[src/sv/lcs_pkg.sv]
package lcs_pkg;

    // Fixed field widths
    localparam int ADDR_W  = 8;
    localparam int DATA_W  = 8;
    localparam int WORD_W  = 48;
    localparam int SLOT_W  = 5;
    localparam int LAYER_W = 4;
    localparam int CODE_W  = 12;
    localparam int LEDS_PER_BYTE = 4;

    // Operation codes
    localparam logic OP_WRITE = 1'b0;
    localparam logic OP_TICK  = 1'b1;

    // Grayscale code for each 2-bit LED level
    localparam logic [CODE_W-1:0] LEVEL_CODE [LEDS_PER_BYTE] = '{
        12'h000, 12'h2BC, 12'h5D0, 12'hFFF
    };

    typedef struct packed {
        logic              operation;
        logic [ADDR_W-1:0] address;
        logic [DATA_W-1:0] data;
    } in_item_t;

    typedef struct packed {
        logic [WORD_W-1:0]  serial_word;
        logic [SLOT_W-1:0]  byte_slot;
        logic [LAYER_W-1:0] layer_now;
        logic               row_restart;
        logic               last;
    } out_item_t;

    // Controller to datapath
    typedef struct packed {
        logic clear_step;
        logic store_write;
        logic tick_start;
        logic read_step;
    } lcs_cmd_t;

    // Datapath to controller
    typedef struct packed {
        logic clear_last;
        logic slot_last;
        logic out_free;
    } lcs_stat_t;

    // Expand one frame byte into four codes, MSB pair in the top code
    function automatic logic [WORD_W-1:0] pack_byte(input logic [DATA_W-1:0] b);
        logic [WORD_W-1:0] word;
        word = '0;
        for (int k = 0; k < LEDS_PER_BYTE; k++)
        begin
            word[WORD_W-1-CODE_W*k -: CODE_W] = LEVEL_CODE[b[DATA_W-1-2*k -: 2]];
        end
        return word;
    endfunction

endpackage

[src/sv/led_cube_layer_scan_serializer.sv]
// Layer-scan serializer for a multiplexed LED cube.
//
// Input channel (in_valid / in_ready / in_item): a write item stores one
// frame byte at its address (addresses past the store are dropped) and
// gives no result; one write is taken per cycle while idle. A tick item
// advances the layer counter (wrapping after the last layer) and reads that
// layer's bytes, giving one result per byte on the output channel
// (out_valid / out_ready / out_item). The final result of a tick has last
// set, and row_restart set when the layer is 0.
// Scan: a taken tick moves the controller to its scan state, which issues
// reads from the single frame store read port into the output register;
// results follow one a cycle while the output is not stalled. A tick holds
// in_ready low until all its reads are issued, before the next item is taken.
// Reset: the store is cleared by a sweep over all LAYER_COUNT * BYTES_PER_LAYER
// bytes (250 at the defaults), one byte a cycle, with in_ready low.
// Stall: the result waits in the output register; the scan pauses until it
// is taken, and the next item is still taken once all reads are issued.
module led_cube_layer_scan_serializer #(
    parameter int LAYER_COUNT     = 10,
    parameter int BYTES_PER_LAYER = 25
) (
    input  logic               clk,
    input  logic               rst_n,
    input  logic               in_valid,
    output logic               in_ready,
    input  lcs_pkg::in_item_t  in_item,
    output logic               out_valid,
    input  logic               out_ready,
    output lcs_pkg::out_item_t out_item
);
    import lcs_pkg::*;

    lcs_cmd_t  cmd;
    lcs_stat_t stat;

    lcs_ctrl u_ctrl (
        .clk       (clk),
        .rst_n     (rst_n),
        .in_valid  (in_valid),
        .operation (in_item.operation),
        .in_ready  (in_ready),
        .stat      (stat),
        .cmd       (cmd)
    );

    lcs_datapath #(
        .LAYER_COUNT     (LAYER_COUNT),
        .BYTES_PER_LAYER (BYTES_PER_LAYER)
    ) u_datapath (
        .clk       (clk),
        .rst_n     (rst_n),
        .cmd       (cmd),
        .in_item   (in_item),
        .stat      (stat),
        .out_valid (out_valid),
        .out_ready (out_ready),
        .out_item  (out_item)
    );

endmodule

[src/sv/lcs_ctrl.sv]
module lcs_ctrl (
    input  logic              clk,
    input  logic              rst_n,
    input  logic              in_valid,
    input  logic              operation,
    output logic              in_ready,
    input  lcs_pkg::lcs_stat_t stat,
    output lcs_pkg::lcs_cmd_t  cmd
);
    import lcs_pkg::*;

    typedef enum logic [2:0] {
        ST_CLEAR = 3'b001,
        ST_IDLE  = 3'b010,
        ST_SCAN  = 3'b100
    } state_t;

    state_t state_reg;
    state_t state_next;
    logic   accept;

    assign in_ready = (state_reg == ST_IDLE);
    assign accept   = in_valid && in_ready;

    // Sequence clearing, idle and layer scan
    always_comb
    begin
        state_next      = state_reg;
        cmd             = '0;
        case (state_reg)
            ST_CLEAR:
            begin
                cmd.clear_step = 1'b1;
                if (stat.clear_last)
                begin
                    state_next = ST_IDLE;
                end
            end
            ST_IDLE:
            begin
                if (accept)
                begin
                    if (operation == OP_TICK)
                    begin
                        cmd.tick_start = 1'b1;
                        state_next     = ST_SCAN;
                    end
                    else
                    begin
                        cmd.store_write = 1'b1;
                    end
                end
            end
            ST_SCAN:
            begin
                // Issue a read only when the output stage can take it
                cmd.read_step = stat.out_free;
                if (stat.out_free && stat.slot_last)
                begin
                    state_next = ST_IDLE;
                end
            end
            default:
            begin
                state_next = ST_CLEAR;
            end
        endcase
    end

    always_ff @(posedge clk or negedge rst_n)
    begin
        if (!rst_n)
        begin
            state_reg <= ST_CLEAR;
        end
        else
        begin
            state_reg <= state_next;
        end
    end

endmodule

[src/sv/lcs_datapath.sv]
module lcs_datapath #(
    parameter int LAYER_COUNT     = 10,
    parameter int BYTES_PER_LAYER = 25
) (
    input  logic               clk,
    input  logic               rst_n,
    input  lcs_pkg::lcs_cmd_t  cmd,
    input  lcs_pkg::in_item_t  in_item,
    output lcs_pkg::lcs_stat_t stat,
    output logic               out_valid,
    input  logic               out_ready,
    output lcs_pkg::out_item_t out_item
);
    import lcs_pkg::*;

    localparam int STORE_SIZE = LAYER_COUNT * BYTES_PER_LAYER;
    localparam int AW  = $clog2(STORE_SIZE);
    localparam int AXW = (AW > ADDR_W) ? AW : ADDR_W;
    localparam int SW  = (BYTES_PER_LAYER > 1) ? $clog2(BYTES_PER_LAYER) : 1;
    localparam int SXW = (SW > SLOT_W) ? SW : SLOT_W;

    logic [7:0]         frame_mem [STORE_SIZE];

    logic [AW-1:0]      clr_addr_reg;
    logic [AW-1:0]      base_reg;
    logic [LAYER_W-1:0] layer_reg;
    logic [SW-1:0]      slot_reg;

    logic               out_valid_reg;
    logic [DATA_W-1:0]  rdata_reg;
    logic [SLOT_W-1:0]  slot_out_reg;
    logic [LAYER_W-1:0] layer_out_reg;
    logic               last_out_reg;
    logic               row_restart_out_reg;

    logic [AXW-1:0]     wr_addr_x;
    logic               wr_in_range;
    logic               mem_we;
    logic [AW-1:0]      mem_waddr;
    logic [DATA_W-1:0]  mem_wdata;
    logic [AW-1:0]      rd_addr;
    logic               layer_wrap;
    logic [SXW-1:0]     slot_x;

    // Status towards the controller
    assign stat.clear_last = (clr_addr_reg == AW'(STORE_SIZE - 1));
    assign stat.slot_last  = (slot_reg == SW'(BYTES_PER_LAYER - 1));
    assign stat.out_free   = !out_valid_reg || out_ready;

    // Select the single write port: clearing pass or frame write
    assign wr_addr_x   = AXW'(in_item.address);
    assign wr_in_range = (wr_addr_x < AXW'(STORE_SIZE));
    assign mem_we      = cmd.clear_step || (cmd.store_write && wr_in_range);
    assign mem_waddr   = cmd.clear_step ? clr_addr_reg : wr_addr_x[AW-1:0];
    assign mem_wdata   = cmd.clear_step ? '0 : in_item.data;

    assign rd_addr    = base_reg + AW'(slot_reg);
    assign layer_wrap = (layer_reg == LAYER_W'(LAYER_COUNT - 1));
    assign slot_x     = SXW'(slot_reg);

    // Frame store
    always_ff @(posedge clk)
    begin
        if (mem_we)
        begin
            frame_mem[mem_waddr] <= mem_wdata;
        end
        if (cmd.read_step)
        begin
            rdata_reg <= frame_mem[rd_addr];
        end
    end

    // Clear sweep, layer and slot counters
    always_ff @(posedge clk or negedge rst_n)
    begin
        if (!rst_n)
        begin
            clr_addr_reg <= '0;
            base_reg     <= '0;
            layer_reg    <= '0;
            slot_reg     <= '0;
        end
        else
        begin
            if (cmd.clear_step)
            begin
                clr_addr_reg <= clr_addr_reg + AW'(1);
            end
            if (cmd.tick_start)
            begin
                slot_reg <= '0;
                if (layer_wrap)
                begin
                    layer_reg <= '0;
                    base_reg  <= '0;
                end
                else
                begin
                    layer_reg <= layer_reg + LAYER_W'(1);
                    base_reg  <= base_reg + AW'(BYTES_PER_LAYER);
                end
            end
            else if (cmd.read_step)
            begin
                slot_reg <= stat.slot_last ? '0 : slot_reg + SW'(1);
            end
        end
    end

    // Output stage valid: load on read, drop when taken
    always_ff @(posedge clk or negedge rst_n)
    begin
        if (!rst_n)
        begin
            out_valid_reg <= 1'b0;
        end
        else if (cmd.read_step)
        begin
            out_valid_reg <= 1'b1;
        end
        else if (out_ready)
        begin
            out_valid_reg <= 1'b0;
        end
    end

    // Hold the tags of the byte in flight
    always_ff @(posedge clk)
    begin
        if (cmd.read_step)
        begin
            slot_out_reg        <= slot_x[SLOT_W-1:0];
            layer_out_reg       <= layer_reg;
            last_out_reg        <= stat.slot_last;
            row_restart_out_reg <= stat.slot_last && (layer_reg == '0);
        end
    end

    assign out_valid            = out_valid_reg;
    assign out_item.serial_word = pack_byte(rdata_reg);
    assign out_item.byte_slot   = slot_out_reg;
    assign out_item.layer_now   = layer_out_reg;
    assign out_item.row_restart = row_restart_out_reg;
    assign out_item.last        = last_out_reg;

endmodule

[config.mk]
export PLATFORM = sky130hd
export DESIGN_NAME = led_cube_layer_scan_serializer
export DESIGN_NICKNAME = d
export VERILOG_FILES = /design/src/sv/lcs_pkg.sv /design/src/sv/led_cube_layer_scan_serializer.sv /design/src/sv/lcs_ctrl.sv /design/src/sv/lcs_datapath.sv
export SDC_FILE = /design/constraint.sdc
export NUM_CORES = 2
export LEC_CHECK = 0
export BUFFER_PORTS_ARGS = -buffer_cell sky130_fd_sc_hd__buf_2
export CAP_MARGIN = 10
export CORE_ASPECT_RATIO = 1.75
export CORE_UTILIZATION = 35
export DETAILED_ROUTE_END_ITERATION = 6
export PLACE_DENSITY = 0.6
export SLEW_MARGIN = 10
export SYNTH_ARGS = -nofsm -noshare
export SYNTH_HDL_FRONTEND = slang
export SYNTH_SLANG_ARGS = --single-unit
[constraint.sdc]
create_clock -name clk -period 5 [get_ports clk]
set_input_delay 0.5 -clock clk [delete_from_list [all_inputs] [get_ports clk]]
set_output_delay 0.5 -clock clk [all_outputs]
set_load 0.005 [all_outputs]
==> run metrics <==
CORE AREA=0.2282 mm2; die area=0.2316 mm2; first-pass GRT wire length=304400 um; Port-buffer cells=81; Die X=364.2 um; post-synth top area share=75.45%; async set-reset flop share out of synthesis=1.416%; Yosys cell types=64; Cells after DPL=6850; die height=635.8 um; Worst path slowest cell=fa_4; Worst EP required=5490 ps; run status=complete, no violations; Setup crit start kind=flop; Multi-input gate area=0.01795 mm2; Cell Rows=232; crit-path max FO=24; Final period util=97.89%; Worst path top cell family by delay=compound AO/OA/AOI/OAI gates; Critical Path Sink Type=flop; largest area contributor in the netlist=edfxtp_1; Finished Core Util=40.15%; placed inst area=0.08615 mm2; CTS tree=done; Slew Viols, Final=0; number of endpoints failing setup at the final stage=0; Fmax=204.3 MHz; FF+latch count, synth=2048; Int Power=27.44 mW; H-tree depth=4; Num CTS Buffers=174; Syn Inst Count=3694; Sw Share=23.37%; synthesized net count=3726; design area=0.09160 mm2; nets@finish=4019; worst rel slew slack=18.29%; post-cts resize count=0; ratio of cells with drive above 1 in the final layout=29.44%; Most flops, register=u_datapath.frame_mem; EDFF count, synth=2019; RSZ-0062 raised after global routing=false; Clock Skews=97.93 ps; DP HPWL=143100 um; dpl ws=129.2 ps; Max clock buf depth=4; syn avg cell area=21.75 um2; mapped cell area=0.08035 mm2; Area contributors post-synth=edfxtp_1, mux4_2, nor2_1; Sum Neg Setup Slack=0 ps; Seq pwr share=53.4%; Warnings, synthesis=0; clk sinks=2048; worst-path cell chain=ha_4, inv_1, fa_4, buf_12, buf_12, buf_4, mux4_2, mux4_2, o22a_1, o311ai_0, a311oi_1; DRT Pass-1 Iters=5; slew at the pin closest to its max-slew limit=1218 ps; DRT iter0 DRCs=3583; Crit Path Category=flop to flop; Clk pin slew, worst setup/hold paths=60 ps; overall routing resource usage=18.51%; WP buf/inv=4; most common flop cell mapped by yosys=edfxtp_1; I/O pin cnt=82; sequential cell area=0.06136 mm2; via count=38535; vias in the first global route=40134; Clock power frac=37.5%; Seq/Total Area, Yosys=76.36%; final worst slack=105.7 ps; Hold WC Path Type=input port to flop; Layout area overhead=14.00%; Final Power=35.80 mW; pin count of the biggest net entering global routing=150; cell area power density=390.8 mW/mm2; combinational share of power=9.2%; Max Cap Viol=0; post-DR wirelength/cell=30.05 um; initial core utilization=35.22%; fin crit period=4894 ps; # fillers=20153; # DRC=0; CP peak stage delay=950 ps; Root Driver=clkbuf_16; GRT overflow=0; Sw Pwr=8.366 mW; P_leak=28.48 nW; max FFs per register=2000; vias per inst=5.380; Fin. Hold Viols=0; VDD IR max=0.2760 mV; initial antenna violation count=11; final WL=215200 um; Clk Latency, worst-skew pair=830 ps; Fin Hold WS=74.08 ps; gpl congestion=0.8534; CP arrival=5390 ps; post-route ant nets=0; Layout Cells excl Fill=7163
==> power groups by stage <==
stage | clock [mW] | sequential (mW) | combinational (mW)
finish | 13.4 | 19.1 | 3.29
global route | 14.1 | 19.1 | 3.38
CTS | 13.6 | 19.1 | 3.31
detailed placement | 0 | 19.5 | 3.30
global placement | 0 | 19.5 | 3.29
floorplan | 0 | 19.4 | 1.77
==> layout by cell type (no fill, tap or decap), types with 45 or more instances in the layout <==
master	instances
buf_2	81
buf_12	45
nor2_1	277
mux4_2	597
mux2i_1	59
buf_4	228
edfxtp_1	2019
nand2_1	146
clkbuf_16	179
==> logic make-up after synthesis <==
logic type / after synthesis / share of synthesized area [%]
compound gates: 121 / 1.060
xor+xnor: 15 / 0.1729
fa+ha+maj: 11 / 0.1806
buf+inv: 248 / 1.492
flops: 2048 / 76.36
mux: 658 / 17.50
simple gates: 593 / 3.240
==> cell type report <==
type / instances / area share, %
diodes: 7 / 0.01912
clock buffers: 220 / 5.058
clock inverters: 83 / 0.8400
inverters: 9 / 0.03688
multi-input cells: 1398 / 19.59
flip-flops and latches: 2048 / 66.98
well taps: 3042 / 4.155
repair buffers: 356 / 3.316
==> worst paths after layout <==
path                                                          start                                     end  slack (ps)  depth (start not counted)
worst max-delay path             u_datapath.slot_reg[0]$_DFFE_PN0P_       u_datapath.rdata_reg[0]$_DFFE_PP_         110                         11
worst min-delay path                                       in_valid         u_ctrl.state_reg[1]$_DFFE_PN0P_          70                          4
worst max register to register   u_datapath.slot_reg[0]$_DFFE_PN0P_       u_datapath.rdata_reg[0]$_DFFE_PP_         110                         11
worst min register to register  u_datapath.layer_reg[3]$_DFFE_PN0N_   u_datapath.layer_out_reg[3]$_DFFE_PP_         520                          0
max in group asynchronous                                     rst_n  u_datapath.clr_addr_reg[7]$_DFFE_PN0P_        4130                          2
min in group asynchronous                                     rst_n  u_datapath.clr_addr_reg[4]$_DFFE_PN0P_         330                          2
==> tightest hold or removal path, cell delays in order <==
cell and delay (ps):
buf_2 100, a21oi_1 60, nor2_1 110, o21bai_1 60
==> cell usage after synthesis, types with 14 or more instances <==
master       n
edfxtp_1  2019
mux4_2     597
nor2_1     280
nand2_1    146
clkbuf_1   108
buf_2       70
mux2i_1     59
buf_4       46
nand3_1     39
dfrtp_1     28
nor3_1      28
o21ai_0     25
a21oi_1     19
and2_1      17
nand3b_1    15
nand4_1     15
buf_1       14
==> metal layers <==
metal / vias to the layer above / wire length [um] / GRT usage (%)
li1: 15955 / - / -
met1: 20750 / 75100 / 21.10
met2: 1399 / 116200 / 33.71
met3: 427 / 11210 / 2.055
met4: 4 / 12690 / 9.793
met5: - / 28 / 0
==> timing repair <==
item | CTS | global route
hold endpoints to repair | 29 | 0
setup buffers | 0 | 0
hold buffers | 2 | 0
Note: power is estimated with default switching activity, not from simulation.
